--- config.mk ---
export PLATFORM = sky130hd
export DESIGN_NAME = bwb_queue
export DESIGN_NICKNAME = d
export VERILOG_FILES = /design/src/sv/bwb_pkg.sv /design/src/sv/bwb_queue.sv
export SDC_FILE = /design/constraint.sdc
export NUM_CORES = 1
export LEC_CHECK = 0
export ABC_AREA = 1
export ABC_CLOCK_PERIOD_IN_PS = 9700
export BUFFER_PORTS_ARGS = -buffer_cell sky130_fd_sc_hd__buf_4
export CAP_MARGIN = 10
export CORE_UTILIZATION = 56
export CTS_CLUSTER_DIAMETER = 200
export DETAILED_ROUTE_END_ITERATION = 6
export PLACE_DENSITY = 0.95
export SYNTH_ARGS = -nofsm -noshare
export SYNTH_HDL_FRONTEND = slang
export SYNTH_SLANG_ARGS = --single-unit
--- constraint.sdc ---
create_clock -name clk -period 9.7 [get_ports clk]
set_input_delay 0.97 -clock clk [delete_from_list [all_inputs] [get_ports clk]]
set_output_delay 0.97 -clock clk [all_outputs]
set_load 0.02 [all_outputs]
--- src/sv/bwb_pkg.sv ---
// bwb_pkg: shared types, widths and codes for the biome weight blend block.
// No dependencies; every other file of the block imports it.
package bwb_pkg;

  localparam int GRID_DIM    = 128;
  localparam int BIOME_COUNT = 8;

  localparam int IDX_W   = $clog2(GRID_DIM);
  localparam int DIM_W   = IDX_W + 1;
  localparam int ADDR_W  = 2 * IDX_W;
  localparam int BSEL_W  = $clog2(BIOME_COUNT);
  localparam int MEM_W   = BIOME_COUNT * 8;
  localparam int WGT_W   = 17;
  localparam int VAL_W   = 24;
  localparam int SUM_W   = VAL_W + BSEL_W;
  localparam int QW      = 17;
  localparam int NUM_W   = VAL_W + 17;
  localparam int QDIV_W  = 31;
  localparam int QUEUE_DEPTH = 2;

  localparam logic [1:0] CMD_WRITE = 2'd0;
  localparam logic [1:0] CMD_WORLD = 2'd1;
  localparam logic [1:0] CMD_NODE  = 2'd2;

  localparam logic [1:0] CFG_COLS    = 2'd0;
  localparam logic [1:0] CFG_ROWS    = 2'd1;
  localparam logic [1:0] CFG_SPACING = 2'd2;

  localparam logic [1:0] TK_WRITE = 2'd0;
  localparam logic [1:0] TK_QUERY = 2'd1;
  localparam logic [1:0] TK_EMPTY = 2'd2;

  typedef struct packed {
    logic [1:0]         command;
    logic signed [23:0] world_x;
    logic signed [23:0] world_z;
    logic signed [15:0] node_x;
    logic signed [15:0] node_z;
    logic [2:0]         biome_select;
    logic [7:0]         coverage_value;
  } in_item_t;

  typedef struct packed {
    logic [2:0]  biome_index;
    logic [16:0] weight;
    logic [2:0]  dominant_biome;
    logic        last;
  } out_item_t;

  // One unit of work for the back end. Corner order: x0z0, x1z0, x0z1, x1z1.
  typedef struct packed {
    logic [1:0]                  kind;
    logic [2:0]                  biome;
    logic [7:0]                  data;
    logic [IDX_W-1:0]            x0;
    logic [IDX_W-1:0]            x1;
    logic [IDX_W-1:0]            z0;
    logic [IDX_W-1:0]            z1;
    logic [3:0][WGT_W-1:0]       wt;
  } task_t;

endpackage

--- src/sv/bwb_queue.sv ---
// bwb_queue: short FIFO of back-end tasks between front and back.
// Uses bwb_pkg for task_t and QUEUE_DEPTH.
module bwb_queue (
  input  logic           clk,
  input  logic           rst_n,
  input  logic           push_valid,
  output logic           push_ready,
  input  bwb_pkg::task_t push_data,
  output logic           pop_valid,
  input  logic           pop_ready,
  output bwb_pkg::task_t pop_data
);
  import bwb_pkg::*;

  localparam int PTR_W = (QUEUE_DEPTH > 1) ? $clog2(QUEUE_DEPTH) : 1;

  task_t            ent_r [QUEUE_DEPTH];
  logic [PTR_W-1:0] wp_r, rp_r;
  logic [PTR_W:0]   cnt_r;
  logic             do_push, do_pop;

  assign push_ready = (cnt_r != (PTR_W+1)'(QUEUE_DEPTH));
  assign pop_valid  = (cnt_r != '0);
  assign pop_data   = ent_r[rp_r];
  assign do_push    = push_valid && push_ready;
  assign do_pop     = pop_valid && pop_ready;

  always_ff @(posedge clk) begin
    if (!rst_n) begin
      wp_r  <= '0;
      rp_r  <= '0;
      cnt_r <= '0;
    end else begin
      if (do_push) wp_r <= (wp_r == PTR_W'(QUEUE_DEPTH - 1)) ? '0 : wp_r + 1'b1;
      if (do_pop)  rp_r <= (rp_r == PTR_W'(QUEUE_DEPTH - 1)) ? '0 : rp_r + 1'b1;
      cnt_r <= cnt_r + (PTR_W+1)'(do_push) - (PTR_W+1)'(do_pop);
    end
  end

  always_ff @(posedge clk) begin
    if (do_push) ent_r[wp_r] <= push_data;
  end

endmodule

======== After elaboration in Yosys (flattened, before gate mapping) ========
Memories as Yosys holds them, arrays and structs flattened. A register that Yosys moved wholly into a read port is not among the register bits.
Cells that the tools add are included.
word-level totals
  register bits after elaboration ......... 4
  bits in writable memories ............... 218
  logic and storage cells ................. 18
  memories kept ........................... 1
memories
  name   depth  bits a word  read ports  clocked after memory_dff  wr ports  RTL line         RTL
  ent_r  2      109          1           1                         1         bwb_queue.sv:17  task_t ent_r [QUEUE_DEPTH];
operators by class
  add/sub/neg operators ................... 4
  equality and inequality tests ........... 1
  mux-type cells .......................... 6
  reductions and logical operators ........ 3
operator list
  operator             number
  $mux 1               6
  $add 1x1->1 const B  2
  $add 2x1->2          1
  $logic_and 1x1->1    2
  $ne 2x2->1 const B   1
  $reduce_bool 2->1    1
  $sub 2x1->2          1

======== Longest topological paths before layout ========
  word-level depth ........................ 4
  gate-level depth with buffers ........... 11
  gate-level depth less buffers ........... 11

======== Worst setup path after synthesis ========
Ideal clock, no wire load.
  kind .................................... in2reg
  from .................................... input push_valid
  to ...................................... memory ent_r[1][0] in the netlist's numbering, enable pin
  data arrival time ....................... 5.685 ns
  required time ........................... 9.120 ns
  path slack .............................. 3.435 ns
  cell stages on the path ................. 2
  cell sequence ........................... nand2_1 nor2_1
on the way
  cells in the longest elaborated chain, start to end .. 3
RTL lines
  what                          RTL line         RTL
  from (decl)                   bwb_queue.sv:6   input logic push_valid,
  $logic_and 1x1->1             bwb_queue.sv:25  assign do_push = push_valid && push_ready;
  $mux 1                        bwb_queue.sv:41  if (do_push) ent_r[wp_r] <= push_data;
  $mux 1 (implied by the code)  bwb_queue.sv:41
  to (decl)                     bwb_queue.sv:17
No other way between the ends.

==> flow_results.xml <==
<?xml version="1.0" encoding="UTF-8"?>
<metrics>
  <group name="finish">
    <metric name="final_cell_mix" unit="">227 x buf_4, 218 x edfxtp_1, 99 x mux2_2</metric>
    <metric name="drive_gt1_frac" unit="">0.595</metric>
    <metric name="multi_input_comb_area" unit="mm^2">0.00139</metric>
    <metric name="diodes" unit="">0</metric>
    <metric name="design.final.nets" unit="">728</metric>
    <metric name="area_delta_synth_final" unit="%">32.8</metric>
    <metric name="seq_area" unit="mm^2">0.00665</metric>
    <metric name="final_common_cell" unit="">buf_4</metric>
    <metric name="n_fill_cell" unit="">777</metric>
  </group>
  <group name="synth">
    <metric name="yosysWarningCount" unit="">0</metric>
    <metric name="syn-cell-area" unit="mm^2">0.00812</metric>
    <metric name="synth.net_count" unit="">489</metric>
    <metric name="synth-seq-cells" unit="">223</metric>
    <metric name="post-synth-top-area-cell" unit="">edfxtp_1</metric>
    <metric name="gate_count_post_synth" unit="">375</metric>
    <metric name="synth_top_cells_by_area" unit="">edfxtp_1 81%, mux2_2 14%, mux2_4 1.8%</metric>
    <metric name="synth_largest_type_area_fraction" unit="">0.806</metric>
    <metric name="synth.lib_cells_used.distinct" unit="">13</metric>
    <metric name="syn_avg_cell_area" unit="um^2">21.7</metric>
    <metric name="synth_seq_area_share" unit="">0.818</metric>
  </group>
  <group name="sta">
    <metric name="slew_headroom" unit="">0.250</metric>
    <metric name="skew" unit="ps">7.63</metric>
    <metric name="transition_time_at_the_pin_with_the_least_slew_margin" unit="ps">1120</metric>
    <metric name="final-hold-violation-count" unit="">0</metric>
    <metric name="setup_viol" unit="">0</metric>
    <metric name="final.period_utilization" unit="">0.371</metric>
    <metric name="maxSlewViolCount" unit="">0</metric>
    <metric name="setup_total_negative_slack" unit="ps">0</metric>
    <metric name="timing.final.ws_setup" unit="ps">6100</metric>
    <metric name="max_clock_freq" unit="MHz">278</metric>
    <metric name="grt_setup_unrepaired" unit="">false</metric>
    <metric name="post-route-min-period" unit="ps">3600</metric>
  </group>
  <group name="drt">
    <metric name="drt-pass1-iter-count" unit="">4</metric>
    <metric name="number_of_drc_markers_in_iteration_0" unit="">271</metric>
    <metric name="drc" unit="">0</metric>
    <metric name="routedWlPerCell" unit="um">19.6</metric>
    <metric name="drt.antenna.violating_nets" unit="">0</metric>
    <metric name="viasPerCell" unit="">5.28</metric>
    <metric name="routed_wirelength" unit="um">15900</metric>
    <metric name="detailroute.via_count" unit="">4278</metric>
  </group>
  <group name="setup_path">
    <metric name="endpoint_kind" unit="">output pin</metric>
    <metric name="critical_path_required" unit="ps">8730</metric>
    <metric name="timing.critical_path.arrival" unit="ps">2630</metric>
    <metric name="cp-start-kind" unit="">flop</metric>
    <metric name="worst-setup-path-type" unit="">flop to output pin</metric>
    <metric name="timing.critical_path.fanout_max" unit="">83</metric>
  </group>
  <group name="power">
    <metric name="power_density" unit="mW/mm^2">277</metric>
    <metric name="cellLeakagePower" unit="uW">0.00408</metric>
    <metric name="ir_drop" unit="uV">221</metric>
  </group>
  <group name="clock_network">
    <metric name="cts.sinks" unit="">223</metric>
    <metric name="htree_num_levels" unit="">1</metric>
    <metric name="buffer_levels_on_the_longest_clock_path" unit="">3</metric>
    <metric name="cts_hold_buf" unit="">0</metric>
    <metric name="worstSkewPairLatency" unit="ps">490</metric>
    <metric name="postCtsResizedCells" unit="">0</metric>
    <metric name="cts_root_buf" unit="">clkbuf_16</metric>
    <metric name="cts_setup_buffers" unit="">0</metric>
    <metric name="cts_made_buffers" unit="">22</metric>
    <metric name="post_cts_clock_slew_at_the_launch_and_capture_registers_of_the_worst_setup_and_hold_paths" unit="ps">60</metric>
    <metric name="cts_tree" unit="">done</metric>
  </group>
  <group name="global_route">
    <metric name="antenna_found_initial" unit="">0</metric>
    <metric name="gr_util_all_layers" unit="">0.207</metric>
    <metric name="via_count_of_the_first_global_routing_pass" unit="">4447</metric>
    <metric name="grt_overflow_total" unit="">0</metric>
    <metric name="grt_start_max_net_pins" unit="">84</metric>
    <metric name="wire_length_of_the_first_global_routing_pass" unit="um">23100</metric>
  </group>
  <group name="min_path">
    <metric name="hold_path.class" unit="">flop to flop</metric>
  </group>
  <group name="floorplanning">
    <metric name="core_region_area" unit="mm^2">0.0140</metric>
    <metric name="floorplan.rows" unit="">43</metric>
    <metric name="top_level_ports" unit="">224</metric>
    <metric name="die_h" unit="um">122</metric>
    <metric name="floorplan.die_area" unit="mm^2">0.0150</metric>
    <metric name="die_x" unit="um">122</metric>
    <metric name="initial_utilization" unit="">0.581</metric>
  </group>
  <group name="status">
    <metric name="status" unit="">complete, no violations</metric>
  </group>
  <group name="placement">
    <metric name="gp_routability_congestion" unit="">0.718</metric>
    <metric name="worst_slack_at_placement" unit="ps">6160</metric>
    <metric name="port-buffer-count" unit="">223</metric>
    <metric name="detailed_place_hpwl" unit="um">10300</metric>
  </group>
  <group name="flow_run">
    <metric name="number_of_max_capacitance_violations_reported" unit="">0</metric>
  </group>
</metrics>
## state kept, by name, indices dropped and copies added, names as in the netlist, named ones only
name	cells
ent_r	218
rp_r	1
cnt_r	2
wp_r	1
## synth_stat cells
library cell    n
inv_1           7
ha_1            1
nand3_1         1
a21oi_1         1
nor2_1          9
buf_2           9
mux2_2         99
edfxtp_1      218
xnor2_1         1
dfxtp_1         5
nand2_1        11
mux2_4         10
buf_6           3
## worst max-delay path: stages, from the launching register on
cell     delay, ps
dfxtp_4        570
buf_4          920
mux2_2         450
buf_4          160
## kinds of logic (layout without fill, tap and decap cells)
| logic type | after synthesis | after routing | share of synthesized area |
|---|---|---|---|
| flip-flops | 223 | 223 | 0.818 |
| multiplexers | 109 | 109 | 0.156 |
| AO/OA/AOI/OAI | 1 | 1 | 0.000616 |
| AND/OR/NAND/NOR | 21 | 21 | 0.00986 |
| XOR/XNOR | 1 | 1 | 0.00108 |
| adder cells (fa/ha/maj) | 1 | 1 | 0.00154 |
| buffers and inverters | 19 | 274 | 0.0129 |
## where the power goes
part / leakage [uW] / switching [uW] / internal (uW)
combinational: 0.00161 / 443 / 364
clock: 0.000385 / 342 / 565
sequential: 0.00208 / 47.6 / 1220
## final cells by class
type,instances,area share
clock buffer,23,0.0534
clock inverter,17,0.0202
inverter,7,0.00244
multi-input combinational,133,0.129
sequential,223,0.617
tap,180,0.0209
timing repair buffer,227,0.158
## path summary, 6_finish.rpt
kind,slack (ps),to,depth (start not counted),start
max,6100,pop_data[100],3,flop
max reg2reg,6720,ent_r[0][78],5,cnt_r[0]
min reg2reg,510,flop,2,rp_r
min,510,flop,2,rp_r
## routing by layer
layer | routed length, um | part of all wire | GRT usage
met1 | 5890 | 0.37 | 0.242
met2 | 8750 | 0.55 | 0.387
met3 | 956 | 0.060 | 0.0414
met4 | 285 | 0.018 | 0.0556
met5 | 0 | 0 | 0
## per-stage QoR
step            util  instance area [um^2]  std cells  power, uW  hold slack, ps
6_report       0.771                 10800        810       2990             514
2_1_floorplan      -                  8120        375       1790             467
5_1_grt        0.771                 10800        810       3100             573
4_1_cts        0.771                 10800        810       3010             517
3_5_place_dp   0.714                  9990        770       2100             497
3_3_place_gp   0.714                  9990        770       2070             482
No activity file was read; power rests on OpenSTA's default activity.
