### src/sv/bwb_pkg.sv
// bwb_pkg: shared types, widths and codes for the biome weight blend block.
// No dependencies; every other file of the block imports it.
package bwb_pkg;

  localparam int GRID_DIM    = 128;
  localparam int BIOME_COUNT = 8;

  localparam int IDX_W   = $clog2(GRID_DIM);
  localparam int DIM_W   = IDX_W + 1;
  localparam int ADDR_W  = 2 * IDX_W;
  localparam int BSEL_W  = $clog2(BIOME_COUNT);
  localparam int MEM_W   = BIOME_COUNT * 8;
  localparam int WGT_W   = 17;
  localparam int VAL_W   = 24;
  localparam int SUM_W   = VAL_W + BSEL_W;
  localparam int QW      = 17;
  localparam int NUM_W   = VAL_W + 17;
  localparam int QDIV_W  = 31;
  localparam int QUEUE_DEPTH = 2;

  localparam logic [1:0] CMD_WRITE = 2'd0;
  localparam logic [1:0] CMD_WORLD = 2'd1;
  localparam logic [1:0] CMD_NODE  = 2'd2;

  localparam logic [1:0] CFG_COLS    = 2'd0;
  localparam logic [1:0] CFG_ROWS    = 2'd1;
  localparam logic [1:0] CFG_SPACING = 2'd2;

  localparam logic [1:0] TK_WRITE = 2'd0;
  localparam logic [1:0] TK_QUERY = 2'd1;
  localparam logic [1:0] TK_EMPTY = 2'd2;

  typedef struct packed {
    logic [1:0]         command;
    logic signed [23:0] world_x;
    logic signed [23:0] world_z;
    logic signed [15:0] node_x;
    logic signed [15:0] node_z;
    logic [2:0]         biome_select;
    logic [7:0]         coverage_value;
  } in_item_t;

  typedef struct packed {
    logic [2:0]  biome_index;
    logic [16:0] weight;
    logic [2:0]  dominant_biome;
    logic        last;
  } out_item_t;

  // One unit of work for the back end. Corner order: x0z0, x1z0, x0z1, x1z1.
  typedef struct packed {
    logic [1:0]                  kind;
    logic [2:0]                  biome;
    logic [7:0]                  data;
    logic [IDX_W-1:0]            x0;
    logic [IDX_W-1:0]            x1;
    logic [IDX_W-1:0]            z0;
    logic [IDX_W-1:0]            z1;
    logic [3:0][WGT_W-1:0]       wt;
  } task_t;

endpackage

### src/sv/bwb_front.sv
// bwb_front: configuration registers, command intake and classification,
// world-to-lattice division and corner weights. Uses bwb_pkg.
module bwb_front (
  input  logic             clk,
  input  logic             rst_n,
  input  logic             cfg_valid,
  output logic             cfg_ready,
  input  logic [1:0]       cfg_index,
  input  logic [15:0]      cfg_data,
  input  logic             in_valid,
  output logic             in_ready,
  input  bwb_pkg::in_item_t in_data,
  input  logic             clearing,
  output logic             push_valid,
  input  logic             push_ready,
  output bwb_pkg::task_t   push_data
);
  import bwb_pkg::*;

  localparam logic [2:0] F_IDLE = 3'd0;
  localparam logic [2:0] F_CLS  = 3'd1;
  localparam logic [2:0] F_DIV  = 3'd2;
  localparam logic [2:0] F_WGT  = 3'd3;
  localparam logic [2:0] F_PUSH = 3'd4;

  typedef struct packed {
    logic [IDX_W-1:0] i0;
    logic [IDX_W-1:0] i1;
    logic [7:0]       t;
  } axis_t;

  function automatic axis_t axis_fn(input logic [QDIV_W-1:0] q, input logic [DIM_W-1:0] n);
    logic [DIM_W-1:0]   nm1;
    logic [DIM_W-1:0]   i0p;
    logic [DIM_W+7:0]   lim;
    logic [QDIV_W-1:0]  qc;
    axis_t              r;
    nm1 = n - 1'b1;
    lim = {nm1, 8'h00};
    qc  = (q > QDIV_W'(lim)) ? QDIV_W'(lim) : q;
    r.i0 = qc[IDX_W+7:8];
    r.t  = qc[7:0];
    i0p  = DIM_W'(r.i0) + 1'b1;
    r.i1 = (i0p < n) ? i0p[IDX_W-1:0] : nm1[IDX_W-1:0];
    return r;
  endfunction

  function automatic logic [IDX_W-1:0] clamp_fn(input logic signed [15:0] v,
                                               input logic [DIM_W-1:0] n);
    logic [DIM_W-1:0] nm1;
    nm1 = n - 1'b1;
    if (v[15]) return '0;
    else if (v[14:0] > 15'(nm1)) return nm1[IDX_W-1:0];
    else return v[IDX_W-1:0];
  endfunction

  logic [2:0]        state_r, state_nxt;
  logic [7:0]        cols_r, rows_r;
  logic [15:0]       spacing_r;
  in_item_t          itm_r;
  task_t             tsk_r;
  logic [QDIV_W-1:0] dx_r, dz_r, qx_r, qz_r;
  logic [15:0]       rx_r, rz_r;
  logic [4:0]        cnt_r;

  logic [DIM_W-1:0]  nx, nz;
  logic [15:0]       sp;
  logic              is_empty, wr_ok;
  logic [16:0]       rx2, rz2, rx_sub, rz_sub;
  logic              xge, zge;
  axis_t             ax, az;
  logic [8:0]        ux, uz;
  logic [17:0]       p00, p10, p01, p11;

  assign nx = (cols_r > GRID_DIM) ? DIM_W'(GRID_DIM) : DIM_W'(cols_r);
  assign nz = (rows_r > GRID_DIM) ? DIM_W'(GRID_DIM) : DIM_W'(rows_r);
  assign sp = (spacing_r == 16'd0) ? 16'd256 : spacing_r;
  assign is_empty = (nx == '0) || (nz == '0);
  assign wr_ok = (int'(itm_r.biome_select) < BIOME_COUNT) &&
                 !itm_r.node_x[15] && (itm_r.node_x[14:0] < 15'(nx)) &&
                 !itm_r.node_z[15] && (itm_r.node_z[14:0] < 15'(nz));

  always_comb begin
    rx2    = {rx_r, dx_r[QDIV_W-1]};
    rz2    = {rz_r, dz_r[QDIV_W-1]};
    xge    = rx2 >= {1'b0, sp};
    zge    = rz2 >= {1'b0, sp};
    rx_sub = rx2 - {1'b0, sp};
    rz_sub = rz2 - {1'b0, sp};
    ax  = axis_fn(qx_r, nx);
    az  = axis_fn(qz_r, nz);
    ux  = 9'd256 - {1'b0, ax.t};
    uz  = 9'd256 - {1'b0, az.t};
    p00 = ux * uz;
    p10 = {1'b0, ax.t} * uz;
    p01 = ux * {1'b0, az.t};
    p11 = {1'b0, ax.t} * {1'b0, az.t};
  end

  assign cfg_ready  = 1'b1;
  assign in_ready   = (state_r == F_IDLE) && !clearing;
  assign push_valid = (state_r == F_PUSH);
  assign push_data  = tsk_r;

  always_comb begin
    state_nxt = state_r;
    case (state_r)
      F_IDLE: if (in_valid && in_ready) state_nxt = F_CLS;
      F_CLS: begin
        case (itm_r.command)
          CMD_WRITE: state_nxt = wr_ok ? F_PUSH : F_IDLE;
          CMD_NODE:  state_nxt = F_PUSH;
          CMD_WORLD: state_nxt = is_empty ? F_PUSH : F_DIV;
          default:   state_nxt = F_IDLE;
        endcase
      end
      F_DIV:  if (cnt_r == 5'(QDIV_W - 1)) state_nxt = F_WGT;
      F_WGT:  state_nxt = F_PUSH;
      F_PUSH: if (push_ready) state_nxt = F_IDLE;
      default: state_nxt = F_IDLE;
    endcase
  end

  always_ff @(posedge clk) begin
    if (!rst_n) begin
      state_r   <= F_IDLE;
      cols_r    <= 8'd0;
      rows_r    <= 8'd0;
      spacing_r <= 16'd256;
    end else begin
      state_r <= state_nxt;
      if (cfg_valid) begin
        case (cfg_index)
          CFG_COLS:    cols_r    <= cfg_data[7:0];
          CFG_ROWS:    rows_r    <= cfg_data[7:0];
          CFG_SPACING: spacing_r <= cfg_data;
          default: ;
        endcase
      end
    end
  end

  always_ff @(posedge clk) begin
    if (in_valid && in_ready) itm_r <= in_data;
    case (state_r)
      F_CLS: begin
        tsk_r.biome <= itm_r.biome_select;
        tsk_r.data  <= itm_r.coverage_value;
        tsk_r.wt    <= {17'd0, 17'd0, 17'd0, 17'h10000};
        if (itm_r.command == CMD_WRITE) begin
          tsk_r.kind <= TK_WRITE;
          tsk_r.x0   <= itm_r.node_x[IDX_W-1:0];
          tsk_r.z0   <= itm_r.node_z[IDX_W-1:0];
        end else if (is_empty) begin
          tsk_r.kind <= TK_EMPTY;
        end else begin
          tsk_r.kind <= TK_QUERY;
          tsk_r.x0   <= clamp_fn(itm_r.node_x, nx);
          tsk_r.x1   <= clamp_fn(itm_r.node_x, nx);
          tsk_r.z0   <= clamp_fn(itm_r.node_z, nz);
          tsk_r.z1   <= clamp_fn(itm_r.node_z, nz);
        end
        // non-positive coordinates map to lattice position zero
        dx_r  <= (!itm_r.world_x[23] && itm_r.world_x != 24'sd0) ?
                 {itm_r.world_x[22:0], 8'h00} : '0;
        dz_r  <= (!itm_r.world_z[23] && itm_r.world_z != 24'sd0) ?
                 {itm_r.world_z[22:0], 8'h00} : '0;
        rx_r  <= '0;
        rz_r  <= '0;
        qx_r  <= '0;
        qz_r  <= '0;
        cnt_r <= '0;
      end
      F_DIV: begin
        dx_r  <= {dx_r[QDIV_W-2:0], 1'b0};
        dz_r  <= {dz_r[QDIV_W-2:0], 1'b0};
        rx_r  <= xge ? rx_sub[15:0] : rx2[15:0];
        rz_r  <= zge ? rz_sub[15:0] : rz2[15:0];
        qx_r  <= {qx_r[QDIV_W-2:0], xge};
        qz_r  <= {qz_r[QDIV_W-2:0], zge};
        cnt_r <= cnt_r + 5'd1;
      end
      F_WGT: begin
        tsk_r.x0 <= ax.i0;
        tsk_r.x1 <= ax.i1;
        tsk_r.z0 <= az.i0;
        tsk_r.z1 <= az.i1;
        tsk_r.wt <= {p11[WGT_W-1:0], p01[WGT_W-1:0], p10[WGT_W-1:0], p00[WGT_W-1:0]};
      end
      default: ;
    endcase
  end

endmodule

### config.mk
export PLATFORM = sky130hd
export DESIGN_NAME = bwb_front
export DESIGN_NICKNAME = d
export VERILOG_FILES = /design/src/sv/bwb_pkg.sv /design/src/sv/bwb_front.sv
export SDC_FILE = /design/constraint.sdc
export NUM_CORES = 1
export LEC_CHECK = 0
export BUFFER_PORTS_ARGS = -buffer_cell sky130_fd_sc_hd__buf_4
export CAP_MARGIN = 40
export CELL_PAD_IN_SITES_DETAIL_PLACEMENT = 1
export CELL_PAD_IN_SITES_GLOBAL_PLACEMENT = 2
export CORE_MARGIN = 4
export CORE_UTILIZATION = 36
export CTS_CLUSTER_SIZE = 14
export DETAILED_ROUTE_END_ITERATION = 12
export GPL_TIMING_DRIVEN = 0
export PLACE_DENSITY_LB_ADDON = 0.1
export SLEW_MARGIN = 30
export SYNTH_ARGS = -nofsm -noshare
export SYNTH_HDL_FRONTEND = slang
export SYNTH_SLANG_ARGS = --single-unit
### constraint.sdc
create_clock -name clk -period 11.6 [get_ports clk]
set_input_delay 1.16 -clock clk [delete_from_list [all_inputs] [get_ports clk]]
set_output_delay 1.16 -clock clk [all_outputs]
set_load 0.02 [all_outputs]
[Word level (Yosys, flattened, before mapping)]
Index checks and enable logic that the tools add are counted.
Storage, ports and cells
  register bits after elaboration: 398
  bits in latches: 0
  RAM bits: 0
  bits in read-only memories: 0
  input port bits: 117
  logic and storage cells: 134
  memories kept: 0
Cells by class
  $add $sub $neg: 9
  multiply operators: 4
  div/mod/pow operators: 0
  $lt $le $gt $ge: 12
  eq/ne operators: 15
  shift operators: 0
  mux-type cells: 36
  bitwise operators: 0
  reductions and logical operators: 29
Operator list (count)
  31-bit case mux with 2 select lines: 4
  96-bit case mux with 2 select lines: 1
  7-bit 2-to-1 mux: 10
  16-bit case mux with 2 select lines: 2
  31-bit by 16-bit greater-than comparator with 1-bit output: 2
  31-bit 2-to-1 mux: 2
  16-bit 2-to-1 mux: 3
  24-bit nonzero test: 2
  17-bit by 16-bit >= comparator with 1-bit output: 2
  16-bit subtractor: 2
  15-bit by 8-bit greater-than comparator with 1-bit output: 2
  15-bit by 8-bit < comparator with 1-bit output: 2
  15-bit 2-to-1 mux: 2
  28-bit 2-to-1 mux: 1
  9-bit by 8-bit subtractor with 9-bit output (first input constant): 2
  8-bit by 9-bit multiplier with 17-bit output: 1
  9-bit by 8-bit multiplier with 17-bit output: 1
  9-bit by 9-bit multiplier with 17-bit output: 1
  7-bit by 1-bit adder with 8-bit output (second input constant): 2
  8-bit greater-than comparator (second input constant): 2
  16-bit logical NOT: 1
  8-bit logical NOT: 2
  8-bit < comparator: 2
  8-bit by 8-bit multiplier with 16-bit output: 1
  other kinds (25): 53

[Logic depth before layout (Yosys ltp)]
Gate-level depths: netlist of the first run.
  depth after elaboration: 9
  gate-level depth with buffers: 40
  gate-level depth less buffers: 36

[Worst setup path after synthesis of the first run]
Ideal clock, no wire load.
  kind: register to register
  from: register state_r[1]
  to: register cnt_r[0], enable pin
  library setup time: 850 ps
  data arrival time: 10951 ps
  required time: 10750 ps
  setup slack: -201 ps
  cell stages (with the launch flop): 5
  path through: dfxtp_1 clkbuf_1 clkbuf_1 clkbuf_1 o21ai_0
Between the ends
  longest elaborated chain between the ends: 2
  elaborated cells between the ends (all ways): 3
  those cells by class: eq/ne (2); reduce/logical (1)
Ends and longest elaborated chain
  start, declared: line bwb_front.sv:57  | logic [2:0] state_r, state_nxt;
  start signal, assigned: line bwb_front.sv:131  | state_r <= state_nxt;
  3-bit by 2-bit == test with 1-bit output / 3-bit by 1-bit == test with 1-bit output (equally long branches): line bwb_front.sv:145  | case (state_r)
  2-bit nonzero test (no source line) (*)
  end signal, assigned: line bwb_front.sv:181  | cnt_r <= cnt_r + 5'd1;
  end, declared: line bwb_front.sv:64  | logic [4:0] cnt_r;
Every way passes the cells marked *; elsewhere a longest branch is shown, timed or not.
A chain may end at the register's enable or synchronous reset.

[Worst setup path after layout of the first run]
  from: register cols_r[7]
  to: register tsk_r, in the netlist push_data[50] (data pin)
Between the ends
  longest elaborated chain between the ends: 8
Ends and longest elaborated chain
  start, declared: line bwb_front.sv:58  | logic [7:0] cols_r, rows_r;
  start signal, assigned: line bwb_front.sv:134  | CFG_COLS: cols_r <= cfg_data[7:0];
  8-bit greater-than comparator: line bwb_front.sv:75  | assign nx = (cols_r > GRID_DIM) ? DIM_W'(GRID_DIM) : DIM_W'(cols_r);
  8-bit 2-to-1 mux (*): line bwb_front.sv:75
  8-bit by 1-bit subtractor with 8-bit output (*): line bwb_front.sv:38  | nm1 = n - 1'b1;
  31-bit by 16-bit greater-than comparator with 1-bit output (*): line bwb_front.sv:40  | qc = (q > QDIV_W'(lim)) ? QDIV_W'(lim) : q;
  15-bit 2-to-1 mux (*): line bwb_front.sv:40
  9-bit by 8-bit subtractor with 9-bit output (*): line bwb_front.sv:92  | ux = 9'd256 - {1'b0, ax.t};
  9-bit by 8-bit multiplier with 17-bit output (*): line bwb_front.sv:96  | p01 = ux * {1'b0, az.t};
  96-bit case mux with 2 select lines (*): line bwb_front.sv:145
  end, declared: line bwb_front.sv:61  | task_t tsk_r;
Every way passes the cells marked *; elsewhere a longest branch is shown, timed or not. The select of a mux whose other input is x is not followed.

==> results of run 1 <==
==> registers in the layout, indices dropped and copies added (netlist names) <==
signal,flops
state_r,3
cols_r,8
rows_r,8
itm_r,93
qz_r,31
rx_r,16
push_data,105
qx_r,31
dz_r,23
rz_r,16
dx_r,23
spacing_r,16
cnt_r,5
==> through the flow <==
| stage | TNS (ns) | worst slack (ns) |
|---|---|---|
| final | 0 | 0.6660 |
| after global routing | 0 | 0.03785 |
| after CTS | 0 | 0.2352 |
| after detailed placement | 0 | 0.2836 |
| after global placement | -17.86 | -0.1308 |
| after floorplan | 0 | 3.112 |
==> worst paths after layout <==
path,from,endpoint,slack (ns)
worst max register to register,cols_r[7],push_data[50],0.67
worst min register to register,itm_r[6],push_data[102],0.42
worst min-delay path,itm_r[6],push_data[102],0.42
worst max-delay path,cols_r[7],push_data[50],0.67
==> timing repair <==
action	CTS	global route
endpoints found under the setup margin	0	11
gates resized for setup	0	5
hold endpoints to repair	0	0
==> cell type report <==
class | instances | share of cell area, %
antenna | 2 | 0.01543
buffer | 115 | 1.469
clock buffer | 56 | 3.791
clock inverter | 29 | 1.180
inverter | 301 | 3.482
multi-input combinational | 1836 | 45.87
sequential | 378 | 33.91
tap | 969 | 3.737
timing repair buffer | 252 | 6.552
==> power breakdown <==
part | internal [W] | total (W) | leakage, nW | switching (W)
Combinational | 0.000181 | 0.000437 | 9.80 | 0.000256
Clock | 0.000900 | 0.00154 | 0.780 | 0.000641
Sequential | 0.00153 | 0.00156 | 3.50 | 0.0000299
Total | 0.00261 | 0.00354 | 14.1 | 0.000926
==> cell families (layout without fill, tap and decap cells) <==
| kind of cell | Yosys count | in the layout | synth area share (%) |
|---|---|---|---|
| buf+inv | 416 | 753 | 5.830 |
| xor+xnor | 97 | 97 | 3.098 |
| mux | 66 | 66 | 2.409 |
| simple gates | 866 | 866 | 15.17 |
| flops | 378 | 378 | 40.11 |
| fa+ha+maj | 419 | 419 | 23.80 |
| other cells | 2 | 4 | 0.02738 |
| compound gates | 386 | 386 | 9.558 |
==> layer usage <==
| layer | wire (µm) | track usage (%) |
|---|---|---|
| met5 | 0 | 0 |
| met1 | 36010 | 25.85 |
| met3 | 3705 | 3.261 |
| met2 | 46750 | 40.85 |
| met4 | 3457 | 7.825 |
==> synthesized netlist by cell type, types with 35 or more instances <==
master,instances,share of area [%]
nand3_1,46,0.84
edfxtp_1,343,38
xor2_1,38,1.2
nand2_1,189,2.6
nor2b_1,48,1.1
nor2_1,297,4.1
xnor2_1,59,1.9
inv_1,300,4.1
ha_1,248,11
o21ai_0,61,1.1
a21oi_1,93,1.7
fa_1,171,12
a22o_1,43,1.4
mux2i_1,66,2.4
and3_1,77,1.8
clkbuf_1,96,1.3
nor3_1,59,1.1
dfxtp_1,35,2.6
==> reports/summary.txt, run 1 <==
CTS
-------------------------------------------------------------------------------------
Clock-pin slew of the registers on the worst-case setup and hold paths .      0.06 ns
Cts-stage hold buffer count ............................................            0
TritonCTS clock tree ...................................................         done
Number of H-tree branching levels ......................................            2
Clock insertion delay at the later pin of the skew report ..............      0.62 ns
Buffer depth of the longest clock path .................................            3
Root Buffer Master .....................................................    clkbuf_16
Total setup buffers inserted after CTS .................................            0
# clock sinks ..........................................................          378
Num CTS Buffers ........................................................           46

YOSYS
-------------------------------------------------------------------------------------
Synth warn .............................................................            0
Mapped Area ............................................................    27430 µm²
Post-synth EDFFs .......................................................          343
Number of distinct library cells after synthesis .......................           76
Mapped Nets ............................................................         3166
Synthesized netlist cell count .........................................         2630
Synthesized area per cell ..............................................    10.43 µm²
Fraction of registers with async set/reset .............................           0%
Commonest register cell after synthesis ................................     edfxtp_1
Sequential-to-total area share from yosys stat .........................       40.11%
Number of synthesized register bits ....................................          378

CRITICAL PATH
-------------------------------------------------------------------------------------
Setup crit start kind ..................................................         flop
Crit-path slowest cell .................................................     clkbuf_1
Kind of capture point of the worst setup path ..........................         flop
Most numerous cell on the critical path ................................        inv_1
Largest stage delay on the critical path ...............................      0.61 ns
CP max FO ..............................................................           10
Depth of the worst register-to-register path ...........................           36
CP bufs+invs ...........................................................           10
Arr. time, crit path ...................................................     11.26 ns
Critical path required time ............................................     11.93 ns
CP Depth ...............................................................           36
Start-to-end type of the worst setup path .............................. flop to flop
Largest delay share family, worst path .................................  adder cells

TIMING
-------------------------------------------------------------------------------------
Worst Max-Slew Pin Slew ................................................    0.8921 ns
Worst slack on hold paths ..............................................    0.4182 ns
F_max ..................................................................    91.46 MHz
Ratio of final minimum period to clock period ..........................       94.26%
Slew headroom ..........................................................       40.30%
Post-layout min period .................................................     10.93 ns
Number of max-slew violations in the final report ......................            0
Hold violation total from the final report .............................            0
Final worst clock skew .................................................   0.02788 ns
RSZ-0062 raised after global routing ...................................           no
# setup viols final ....................................................            0

GRT
-------------------------------------------------------------------------------------
Vias in the first global route .........................................        23010
Residual overflow from global routing ..................................            0
Largest net degree at the start of global routing ......................           51
Number of antenna violations at the first check in global routing ......            2
Combined global-route utilization of all metal layers ..................       22.03%
First-pass GRT wire length .............................................    136900 µm

PWR
-------------------------------------------------------------------------------------
Worst-case vdd ir drop .................................................    0.1422 mV
Reported leakage power .................................................     14.08 nW
Power density relative to cell area .................................... 109.1 nW/µm²
Pwr Total ..............................................................   0.003541 W

FLOORPLAN
-------------------------------------------------------------------------------------
Initial Utilization ....................................................       36.59%
Core box area ..........................................................    74950 µm²
Width of the die .......................................................     284.0 µm
Row cnt ................................................................          100
Die ar. ................................................................    80660 µm²
DIE HEIGHT .............................................................     284.0 µm
I/O pin count ..........................................................          229

PLACE
-------------------------------------------------------------------------------------
Post-placement cell area ...............................................    30760 µm²
HPWL Detailed ..........................................................     72810 µm
# port buffers .........................................................          226
Global placement routability congestion ................................       0.8932
Cells after DPL ........................................................         3847

DETAILED ROUTING
-------------------------------------------------------------------------------------
Drt drc ................................................................            0
Total vias in the final route ..........................................        20810
Routed length per placed instance ......................................     22.84 µm
Via density per instance ...............................................        5.284
Detailed Route WL ......................................................     89930 µm
Remaining antenna violation count ......................................            0
Count of TritonRoute iterations in the first routing pass ..............            5
DR iter-0 viols ........................................................         1006

CELLS AND AREA
-------------------------------------------------------------------------------------
Area used by multi-input combinational logic ...........................    14880 µm²
Layout Cell Area excl Fill .............................................    32440 µm²
Post-layout nets .......................................................         3466
Ratio of cells with drive above 1 in the final layout ..................       12.74%
Combined flip-flop and latch cell area .................................    11000 µm²
Most common library cell in the layout ignoring fill and taps ..........     edfxtp_1
Area Overhead vs Synth .................................................       18.30%
Commonest non-fill, non-tap cells in the layout ........................ 343 x edfxtp_1, 300 x inv_1, 295 x nor2_1
Count of filler cells inserted in the layout ...........................         8319
Final design utilization ...............................................       43.29%
Final Instance Count excl. Fillers .....................................         3938

HOLD PATH
-------------------------------------------------------------------------------------
Class of the worst hold path ........................................... flop to flop
Hold Path Depth ........................................................            0

RUN STATUS
-------------------------------------------------------------------------------------
Status ................................................................. complete, no violations

JOB
-------------------------------------------------------------------------------------
Number of maximum-capacitance constraint violations ....................            0

(Power assumes the default switching activity.)
==> inputs of run 2 (changes only) <==
--- a/config.mk
+++ b/config.mk
@@ -7,3 +7,3 @@
 export LEC_CHECK = 0
-export BUFFER_PORTS_ARGS = -buffer_cell sky130_fd_sc_hd__buf_4
+export BUFFER_PORTS_ARGS = -buffer_cell sky130_fd_sc_hd__clkbuf_2
 export CAP_MARGIN = 40
--- a/constraint.sdc
+++ b/constraint.sdc
@@ -3,2 +3,2 @@
 set_output_delay 1.16 -clock clk [all_outputs]
-set_load 0.02 [all_outputs]
+set_load 0.05 [all_outputs]
==> run 2 against run 1 <==
Net effect: clock skew rose by 0.018 ns; final area decreased by 2.0%; clock power shrank 5%; first-iteration DRC count rose by 0.70%; sequential power about the same; critical endpoint is now push_data[33]; final cell count is essentially flat; die area did not move; worst hold slack about the same; largest cell class unchanged; setup slack gained 0.20 ns; total power decreased by 2.1%; fmax rose by 1.9%; via count is 0.18% higher.
==> reports/summary.txt, run 2 (synthesis results as in run 1) <==
RUN STATUS
-------------------------------------------------------------------------------------
Status ................................................................. complete, no violations   unchanged

FLOORPLAN
-------------------------------------------------------------------------------------
I/O pin count ..........................................................          229   unchanged
Row cnt ................................................................          100   unchanged
DIE HEIGHT .............................................................     284.0 µm   unchanged
Die ar. ................................................................    80660 µm²   unchanged
Width of the die .......................................................     284.0 µm   unchanged
Initial Utilization ....................................................       36.59%   unchanged
Core box area ..........................................................    74950 µm²   unchanged

TIMING
-------------------------------------------------------------------------------------
Ratio of final minimum period to clock period ..........................       92.52%   was 94.26%
# setup viols final ....................................................            0   unchanged
Worst Max-Slew Pin Slew ................................................    0.9770 ns   was 0.8921 ns
F_max ..................................................................    93.18 MHz   was 91.46 MHz
Final worst clock skew .................................................   0.04558 ns   was 0.02788 ns
Hold violation total from the final report .............................            0   unchanged
Post-layout min period .................................................     10.73 ns   was 10.93 ns
RSZ-0062 raised after global routing ...................................           no   unchanged
Slew headroom ..........................................................       34.87%   was 40.30%
Number of max-slew violations in the final report ......................            0   unchanged
Setup slack after layout ...............................................    0.8680 ns   was 0.6660 ns

GRT
-------------------------------------------------------------------------------------
Vias in the first global route .........................................        22940   was 23010
Residual overflow from global routing ..................................            0   unchanged
First-pass GRT wire length .............................................    136300 µm   was 136900 µm
Combined global-route utilization of all metal layers ..................       21.85%   was 22.03%
Largest net degree at the start of global routing ......................           51   unchanged
Number of antenna violations at the first check in global routing ......            1   was 2

CRITICAL PATH
-------------------------------------------------------------------------------------
CP bufs+invs ...........................................................           11   was 10
Most numerous cell on the critical path ................................        inv_1   unchanged
Largest delay share family, worst path .................................  adder cells   unchanged
Setup crit start kind ..................................................         flop   unchanged
Largest stage delay on the critical path ...............................      0.58 ns   was 0.61 ns
CP max FO ..............................................................           10   unchanged
Arr. time, crit path ...................................................     11.05 ns   was 11.26 ns
Crit-path slowest cell .................................................         fa_1   was clkbuf_1
Start-to-end type of the worst setup path .............................. flop to flop   unchanged
Kind of capture point of the worst setup path ..........................         flop   unchanged
Critical path required time ............................................     11.92 ns   was 11.93 ns

CELLS AND AREA
-------------------------------------------------------------------------------------
Commonest non-fill, non-tap cells in the layout ........................ 343 x edfxtp_1, 300 x inv_1, 295 x nor2_1   unchanged
Area Overhead vs Synth .................................................       15.88%   was 18.30%
N_diodes ...............................................................            0   was 2
Ratio of cells with drive above 1 in the final layout ..................       12.58%   was 12.74%
Most common library cell in the layout ignoring fill and taps ..........     edfxtp_1   unchanged
Post-layout nets .......................................................         3467   was 3466
Final design utilization ...............................................       42.40%   was 43.29%
Largest register FFs ...................................................          105   unchanged

PWR
-------------------------------------------------------------------------------------
Pwr Total ..............................................................   0.003466 W   was 0.003541 W
Reported leakage power .................................................     13.88 nW   was 14.08 nW
Worst-case vdd ir drop .................................................    0.1105 mV   was 0.1422 mV
Power density relative to cell area .................................... 109.1 nW/µm²   about the same

DETAILED ROUTING
-------------------------------------------------------------------------------------
Count of TritonRoute iterations in the first routing pass ..............            5   unchanged
Via density per instance ...............................................        5.298   was 5.284
Length of routed wiring on met1 ........................................     36450 µm   was 36010 µm
DR iter-0 viols ........................................................         1013   was 1006
Total vias in the final route ..........................................        20850   was 20810
Detailed Route WL ......................................................     89450 µm   was 89930 µm
Routed length per placed instance ......................................     22.73 µm   was 22.84 µm
Routed length on met3 ..................................................      3100 µm   was 3705 µm
Met2 routed WL .........................................................     47290 µm   was 46750 µm
Drt drc ................................................................            0   unchanged
Remaining antenna violation count ......................................            0   unchanged
Highest routed layer ...................................................         met4   unchanged

CTS
-------------------------------------------------------------------------------------
Clock-pin slew of the registers on the worst-case setup and hold paths .      0.06 ns   about the same
TritonCTS clock tree ...................................................         done   unchanged
# clock sinks ..........................................................          378   unchanged
Buffer depth of the longest clock path .................................            3   unchanged
Clock insertion delay at the later pin of the skew report ..............      0.63 ns   was 0.62 ns
Root Buffer Master .....................................................    clkbuf_16   unchanged
Number of H-tree branching levels ......................................            2   unchanged
Num CTS Buffers ........................................................           46   unchanged
Total setup buffers inserted after CTS .................................            0   unchanged

PLACE
-------------------------------------------------------------------------------------
Worst slack at placement ...............................................    0.2521 ns   was 0.2836 ns
# port buffers .........................................................          226   unchanged
HPWL Detailed ..........................................................     72650 µm   was 72810 µm
Global placement routability congestion ................................       0.8936   was 0.8932

JOB
-------------------------------------------------------------------------------------
Number of maximum-capacitance constraint violations ....................            0   unchanged

HOLD PATH
-------------------------------------------------------------------------------------
Class of the worst hold path ........................................... flop to flop   unchanged

## run 2: changes by cell type in the layout (fill, tap and decap cells not counted), sizes merged
| cell | previous run | this run |
|---|---|---|
| buf | 270 | 44 |
| inv | 304 | 302 |
| bufinv | 6 | 3 |
| clkinvlp | 3 | 6 |
| clkbuf | 153 | 380 |
| diode | 2 | 0 |
## run 2: what timing repair did
action,in CTS,in global routing
setup endpoints to repair,0,7
hold buffers,0,0
gates resized for setup,0,4
## run 2: worst paths after layout
path / startpoint / endpoint / slack, ns / cells past startpoint
min: itm_r[0] / push_data[96] / 0.42 / 0
max reg2reg: rows_r[7] / push_data[33] / 0.87 / 37
min reg2reg: itm_r[0] / push_data[96] / 0.42 / 0
max: rows_r[7] / push_data[33] / 0.87 / 37
## run 2: metrics by stage
| stage | setup TNS [ns] | instance area (µm²) | instances | hold slack, ns |
|---|---|---|---|---|
| finish | 0 | 31780 | 3935 | 0.4181 |
| global route | 0 | 31780 | 3935 | 0.4251 |
| CTS | 0 | 31730 | 3930 | 0.4206 |
| detailed placement | 0 | 30190 | 3847 | 0.4057 |
| global placement | -6.273 | 29770 | 3825 | 0.4011 |
| floorplan | 0 | 27430 | 2630 | 0.4003 |
## run 2: power breakdown
| group | internal, W | switching, W | total, W |
|---|---|---|---|
| logic | 0.000165 | 0.000272 | 0.000437 |
| registers | 0.00153 | 0.0000302 | 0.00156 |
| clock network | 0.000838 | 0.000628 | 0.00147 |
## run 2: cell type report
cell class	count	area, µm²
Fill cell	8372	43170
Multi-Input combinational cell	1836	14870
Sequential cell	378	11000
Timing Repair Buffer	253	1551
Clock buffer	56	1241
Tap cell	969	1212
Inverter	301	1130
Buffer	115	476.7
Clock inverter	27	300.3
## run 2: metal layers
layer	vias up	GRT usage, %
li1	9729	-
met1	10600	25.92
met2	385	41.33
met3	135	2.562
met4	0	6.496
met5	-	0
